$ cat config.mk
export PLATFORM = sky130hd
export DESIGN_NAME = tsc_ctrl
export DESIGN_NICKNAME = d
export VERILOG_FILES = /design/src/hw/rtl/tsc_pkg.sv /design/src/hw/rtl/tsc_ctrl.sv
export SDC_FILE = /design/constraint.sdc
export NUM_CORES = 1
export LEC_CHECK = 0
export ABC_AREA = 1
export BUFFER_PORTS_ARGS = -buffer_cell sky130_fd_sc_hd__buf_2
export CAP_MARGIN = 20
export CELL_PAD_IN_SITES_DETAIL_PLACEMENT = 1
export CELL_PAD_IN_SITES_GLOBAL_PLACEMENT = 2
export CORE_MARGIN = 4
export CORE_UTILIZATION = 35
export CTS_BUF_LIST = sky130_fd_sc_hd__clkbuf_4 sky130_fd_sc_hd__clkbuf_8
export DETAILED_ROUTE_END_ITERATION = 8
export MAX_ROUTING_LAYER = met4
export PLACE_DENSITY = 0.92
export SYNTH_ARGS = -nofsm -noshare
export SYNTH_HDL_FRONTEND = slang
export SYNTH_SLANG_ARGS = --single-unit
$ cat constraint.sdc
create_clock -name clk -period 3.7 [get_ports clk]
set_input_delay 0.555 -clock clk [delete_from_list [all_inputs] [get_ports clk]]
set_output_delay 0.555 -clock clk [all_outputs]
set_load 0.1 [all_outputs]
$ cat src/hw/rtl/tsc_pkg.sv
// ============================================================================
// tsc_pkg - shared types and constants for trajectory smoothing correction
// Widths, sequencer states, read tags and the control/status structs that
// pass between the sequencer and the datapath.
// ============================================================================
`default_nettype none

package tsc_pkg;

    // Field and trajectory widths
    localparam int SHIFT_W = 32;
    localparam int CUM_W   = 48;
    localparam int SUM_W   = 54;
    localparam int OUT_W   = 32;
    localparam int NUM_CH  = 3;

    // Ring geometry
    localparam int RING_DEPTH = 64;
    localparam int ADDR_W     = 6;
    localparam int WORD_W     = NUM_CH * CUM_W;

    // Frame counter saturates at its all-ones value
    localparam int FS_W = 7;

    // Radius register and its limit
    localparam int RAD_W = 5;
    localparam logic [RAD_W-1:0] RADIUS_RESET = 5'd30;
    localparam logic [FS_W-1:0]  MAX_RADIUS   = 7'd31;

    // Divider: one quotient bit per cycle over the full sum width
    localparam int DIV_BITS = SUM_W;
    localparam int CNT_W    = 6;
    localparam int DVS_W    = 6;

    // Channel select codes
    localparam logic [1:0] CH_X = 2'd0;
    localparam logic [1:0] CH_Y = 2'd1;
    localparam logic [1:0] CH_A = 2'd2;

    localparam logic signed [CUM_W-1:0] CUM_MAX = {1'b0, {(CUM_W-1){1'b1}}};
    localparam logic signed [CUM_W-1:0] CUM_MIN = {1'b1, {(CUM_W-1){1'b0}}};
    localparam logic signed [OUT_W-1:0] OUT_MAX = {1'b0, {(OUT_W-1){1'b1}}};
    localparam logic signed [OUT_W-1:0] OUT_MIN = {1'b1, {(OUT_W-1){1'b0}}};

    typedef enum logic [3:0] {
        ST_IDLE,
        ST_PLAN,
        ST_SETUP,
        ST_SUM,
        ST_PREV,
        ST_DRAIN,
        ST_DIV_GO,
        ST_DIV_WAIT,
        ST_OUT
    } state_t;

    // What a ring read is for
    typedef enum logic [1:0] {
        TAG_NONE,
        TAG_SUM,
        TAG_PREV
    } tag_t;

    typedef struct packed {
        logic              cap_in;
        logic              seq_clear;
        logic              clr_acc;
        logic              rd_en;
        tag_t              rd_tag;
        logic [ADDR_W-1:0] rd_back;
        logic [DVS_W-1:0]  count;
        logic              div_start;
        logic [1:0]        ch;
        logic              res_load;
        logic              out_load;
        logic              out_last;
    } ctl_t;

    typedef struct packed {
        logic [FS_W-1:0] frames_seen;
        logic            div_done;
    } sts_t;

endpackage

`default_nettype wire

$ cat src/hw/rtl/tsc_ctrl.sv
// ============================================================================
// tsc_ctrl - sequencer
// Plans each result window, walks the ring reads, runs the divider over the
// three channels and hands results to the output register.
// ============================================================================
`default_nettype none

module tsc_ctrl (
    input  wire logic                       clk,
    input  wire logic                       rst_n,
    input  wire logic [tsc_pkg::RAD_W-1:0]  radius,
    input  wire tsc_pkg::sts_t              sts,
    input  wire logic                       in_valid,
    input  wire logic                       final_frame,
    output logic                            in_ready,
    output logic                            out_valid,
    input  wire logic                       out_ready,
    output tsc_pkg::ctl_t                   ctl
);
    import tsc_pkg::*;

    state_t             state_reg, state_next;
    logic               fin_reg, fin_next;
    logic [RAD_W-1:0]   d_reg, d_next;
    logic [ADDR_W-1:0]  hi_reg, hi_next;
    logic [ADDR_W-1:0]  b_reg, b_next;
    logic [1:0]         ch_reg, ch_next;
    logic               ov_reg, ov_next;
    logic [FS_W-1:0]    fsm1;
    logic [FS_W-1:0]    r7;
    logic [FS_W-1:0]    span;
    logic [FS_W-1:0]    back7;
    logic               out_free;

    always_comb
    begin
        fsm1     = sts.frames_seen - FS_W'(1);
        r7       = FS_W'(radius);
        span     = FS_W'(d_reg) + r7;
        back7    = FS_W'(d_reg) + FS_W'(1);
        out_free = !ov_reg || out_ready;
    end

    // Next state and controls
    always_comb
    begin
        state_next = state_reg;
        fin_next   = fin_reg;
        d_next     = d_reg;
        hi_next    = hi_reg;
        b_next     = b_reg;
        ch_next    = ch_reg;
        ov_next    = ov_reg && !out_ready;
        in_ready   = 1'b0;

        ctl           = '0;
        ctl.rd_tag    = TAG_NONE;
        ctl.count     = hi_reg + ADDR_W'(1);
        ctl.ch        = ch_reg;
        ctl.rd_back   = b_reg;
        ctl.out_last  = fin_reg && (d_reg == '0);

        unique case (state_reg)
            ST_IDLE:
            begin
                in_ready = 1'b1;
                if (in_valid)
                begin
                    ctl.cap_in = 1'b1;
                    fin_next   = final_frame;
                    state_next = ST_PLAN;
                end
            end
            ST_PLAN:
            begin
                if (!fin_reg)
                begin
                    if (fsm1 >= r7)
                    begin
                        d_next     = radius;
                        state_next = ST_SETUP;
                    end
                    else
                    begin
                        state_next = ST_IDLE;
                    end
                end
                else
                begin
                    d_next     = (fsm1 > r7) ? radius : fsm1[RAD_W-1:0];
                    state_next = ST_SETUP;
                end
            end
            ST_SETUP:
            begin
                // window runs from the newest point back to d + r, clipped
                hi_next     = (span > fsm1) ? fsm1[ADDR_W-1:0] : span[ADDR_W-1:0];
                b_next      = '0;
                ch_next     = CH_X;
                ctl.clr_acc = 1'b1;
                state_next  = ST_SUM;
            end
            ST_SUM:
            begin
                ctl.rd_en  = 1'b1;
                ctl.rd_tag = TAG_SUM;
                if (b_reg == hi_reg)
                    state_next = ST_PREV;
                else
                    b_next = b_reg + ADDR_W'(1);
            end
            ST_PREV:
            begin
                // previous point exists only inside the sequence
                ctl.rd_back = back7[ADDR_W-1:0];
                if (back7 <= fsm1)
                begin
                    ctl.rd_en  = 1'b1;
                    ctl.rd_tag = TAG_PREV;
                end
                state_next = ST_DRAIN;
            end
            ST_DRAIN:
            begin
                state_next = ST_DIV_GO;
            end
            ST_DIV_GO:
            begin
                ctl.div_start = 1'b1;
                state_next    = ST_DIV_WAIT;
            end
            ST_DIV_WAIT:
            begin
                if (sts.div_done)
                begin
                    ctl.res_load = 1'b1;
                    if (ch_reg == CH_A)
                    begin
                        state_next = ST_OUT;
                    end
                    else
                    begin
                        ch_next    = ch_reg + 2'd1;
                        state_next = ST_DIV_GO;
                    end
                end
            end
            ST_OUT:
            begin
                if (out_free)
                begin
                    ctl.out_load = 1'b1;
                    ov_next      = 1'b1;
                    if (fin_reg && (d_reg != '0))
                    begin
                        d_next     = d_reg - RAD_W'(1);
                        state_next = ST_SETUP;
                    end
                    else
                    begin
                        ctl.seq_clear = fin_reg;
                        state_next    = ST_IDLE;
                    end
                end
            end
            default:
            begin
                state_next = ST_IDLE;
            end
        endcase
    end

    always_ff @(posedge clk or negedge rst_n)
    begin
        if (!rst_n)
        begin
            state_reg <= ST_IDLE;
            fin_reg   <= 1'b0;
            d_reg     <= '0;
            hi_reg    <= '0;
            b_reg     <= '0;
            ch_reg    <= CH_X;
            ov_reg    <= 1'b0;
        end
        else
        begin
            state_reg <= state_next;
            fin_reg   <= fin_next;
            d_reg     <= d_next;
            hi_reg    <= hi_next;
            b_reg     <= b_next;
            ch_reg    <= ch_next;
            ov_reg    <= ov_next;
        end
    end

    assign out_valid = ov_reg;

endmodule

`default_nettype wire

==> flow_summary.toml <==
[cells_and_area]
drive_gt1_frac = 0.2197
area_delta_synth_final_pct = 15.69
nFillCells = 1003
num_antenna_cells = 0
fin_util = 0.4243
multi_input_area_um2 = 1824
num-nets-final = 483
fin_cells = 536
seq_area_um2 = 625.6

[synth]
synth_area_um2 = 2703
synth_commonest_cells = "nand2_1 (90), inv_1 (57), nand3_1 (40)"
synth_flop_cell = "dfrtp_1"
synth_area_leaders = "dfrtp_1 (23%), nand2_1 (13%), ha_1 (12%), inv_1 (7.9%), nand3_1 (7.4%)"
syn_inst = 391
yosysSeqAreaShare = 0.2315
synth.largest_area_cell = "dfrtp_1"
syn_area_per_cell_um2 = 6.912
synth.most_common_cell = "nand2_1"
async_flop_share = 1.000
syn_nets = 436
yosysUniqueCellTypes = 39
synth_edf_count = 0
yosys_register_bits = 25
yosysWarningCount = 0
synth_top_area_frac = 0.2315

[clocking]
cts_made_buffers = 3
clkTransAtPathRegs_ps = 100
cts-root-buf = "clkbuf_8"
clk_latency_ps = 270
cts.repair.resized = 0
hold_buffers = 0
cts_setup_buffers = 0
cts_tree = "yes"
clock_sinks = 25
htree_levels = 1
clock_path_buffers = 2

[sta]
final.setup_skew_ps = 2.550
rsz0062_at_grt = "no"
fin_crit_ps = 3368
relSlewSlack = 0.5825
drv_slew = 0
finalSetupTns_ps = 0
hold_viol = 0
post-route-period-util = 0.9103
fmax_ghz = 0.2969
setup_viol = 0
tightest_slew_ps = 626.3

[detailed_routing]
first_pass_iters = 4
post_drt_wl_per_cell_um = 14.70
drc = 0
drt-initial-drc-count = 53
viasPerCell = 5.026
ant_nets = 0
vias = 2694
drt_wl_total_um = 7878

[die]
die_area_um2 = 9192
die_w_um = 95.88
die_y_um = 95.88
boundaryPins = 44
rows = 31
coreArea_um2 = 7370
initial_core_util = 0.3667

[critical_path]
cp_common_cell = "nand2_1"
crit_buf_inv = 3
cp_slowest_cell = "ha_1"
timing.rr.start = "d_reg[2]$_DFFE_PN0P_"
cpPeakStageDelay_ps = 370
r2r_end = "hi_reg[4]$_DFFE_PN0P_"
endpoint_kind = "output port"
start_kind = "primary input"
rrSetupSlack_ps = 740
cp_num_cells = 14
worstPathCellList = "buf_2, inv_1, ha_1, xnor2_1, ha_1, a21oi_1, o21ai_0, a21o_1, a22oi_1, o21ai_0, nand2_1, nand2_1, nand2_1, buf_12"
arrival_ps = 2810
rr_worst_depth = 17
crit_type = "primary input to output port"
cp_max_fo = 6
required_ps = 3140
critPathTopFamily = "adder cells"

[grt]
grt_overflow_total = 0
gr-usage-met3 = 0.02033
met1_usage = 0.2451
grt_pass1_vias = 2799
grt_antenna_before_repair = 0
grt_pass1_wl_um = 13430
grt_max_degree = 26
grt.total_usage = 0.1901
top_usage_layer = "met2"
global_route.usage.met2 = 0.3243

[place]
dp_cells = 532
gp_congestion = 0.8750
numPortBuffers = 43
hpwl_um = 6663

[power]
p_int_mw = 1.023
swShare = 0.6555
pwr-share-comb = 0.761
power.net_switching_mw = 1.947
p_per_area_nw_per_um2 = 950.1
pwr-share-seq = 0.180
clkPwrFrac = 0.059
p_leak_nw = 1.720
ir_drop_uv = 377.6

[job]
drv_cap = 0

[min_path]
hold_path_class = "primary input to asynchronous set/reset pin"

[outcome]
status = "complete, no violations"
-- metal layers --
metal  part of all wire  vias to the layer above
met1               0.47                     1301
met3              0.025                        7
li1                   -                     1356
met4             0.0080                        0
met2               0.50                       30
met5                  0                        -
-- area by class of cell --
type                            instances  area share
Multi-Input combinational cell        300      0.5834
Sequential cell                        25      0.2001
Timing Repair Buffer                   46     0.08563
Inverter                               62     0.07563
Tap cell                               99     0.03962
Clock buffer                            3     0.01321
Clock inverter                          1    0.002401
-- power groups by stage --
stage	combinational, mW	clock (mW)	sequential, mW
5_1_grt	2.48	0.195	0.559
3_3_place_gp	2.21	0	0.537
2_1_floorplan	1.81	0	0.513
3_5_place_dp	2.27	0	0.542
6_report	2.26	0.174	0.536
4_1_cts	2.28	0.180	0.537
-- kinds of logic after synthesis --
kind of cell / after synthesis / synth area share
compound gates: 44 / 0.08843
xor+xnor: 14 / 0.04537
fa+ha+maj: 27 / 0.1278
buf+inv: 66 / 0.09676
flops: 25 / 0.2315
simple gates: 215 / 0.4102
-- per-stage QoR --
step           hold WS (ps)  area (um2)  worst slack [ps]  power, mW
2_1_floorplan         259.4        2711             127.8      2.320
3_3_place_gp          496.8        3078             454.7      2.750
3_5_place_dp          503.1        3078             346.0      2.812
4_1_cts               297.6        3127             339.0      2.998
5_1_grt               313.3        3127             122.8      3.235
6_report              283.1        3127             331.8      2.971
-- cells in the final DEF, fill, tap and decap left out, types with 2 or more instances in the layout --
| cell | synthesis | final |
|---|---|---|
| nor3_1 | 5 | 5 |
| a21oi_1 | 11 | 11 |
| buf_4 | 0 | 3 |
| clkbuf_8 | 0 | 3 |
| nor2_4 | 4 | 4 |
| nor2_2 | 1 | 2 |
| nand4_1 | 6 | 6 |
| buf_2 | 2 | 41 |
| ha_1 | 26 | 26 |
| or2_2 | 2 | 2 |
| nand2_2 | 15 | 15 |
| nand3_1 | 40 | 40 |
| xnor2_1 | 2 | 2 |
| nand3_4 | 2 | 2 |
| nand3_2 | 7 | 7 |
| inv_1 | 57 | 57 |
| buf_12 | 0 | 2 |
| o21ai_0 | 24 | 24 |
| inv_2 | 3 | 3 |
| nand2_1 | 90 | 90 |
| dfrtp_1 | 25 | 25 |
| nand2_4 | 4 | 4 |
| o22ai_1 | 3 | 3 |
| nor2_1 | 33 | 32 |
| xor2_1 | 12 | 12 |
-- worst register-to-register path: stages, from the launching register on --
cell      delay [ps]
dfrtp_1          560
ha_1             350
a21oi_1          140
inv_1             50
a31oi_1          190
nor2_1            80
nor2_1            90
nor2_1            50
nor2_1           200
inv_1             70
ha_1             290
nand4_1          150
nor2_4           190
nand3b_4         140
nand2_4          120
nand2_1           70
nand3_1           70
nand2_1           50
-- how the worst max path moves through the flow --
stage / from / to
4_1_cts: sts[1] / ctl[20]
3_3_place_gp: sts[1] / ctl[20]
2_1_floorplan: state_reg[0]$_DFFE_PN0P_ / ctl[15]
5_1_grt: sts[1] / ctl[20]
3_5_place_dp: sts[1] / ctl[20]
6_report: sts[1] / ctl[20]
Power figures use the tool's default switching activity.
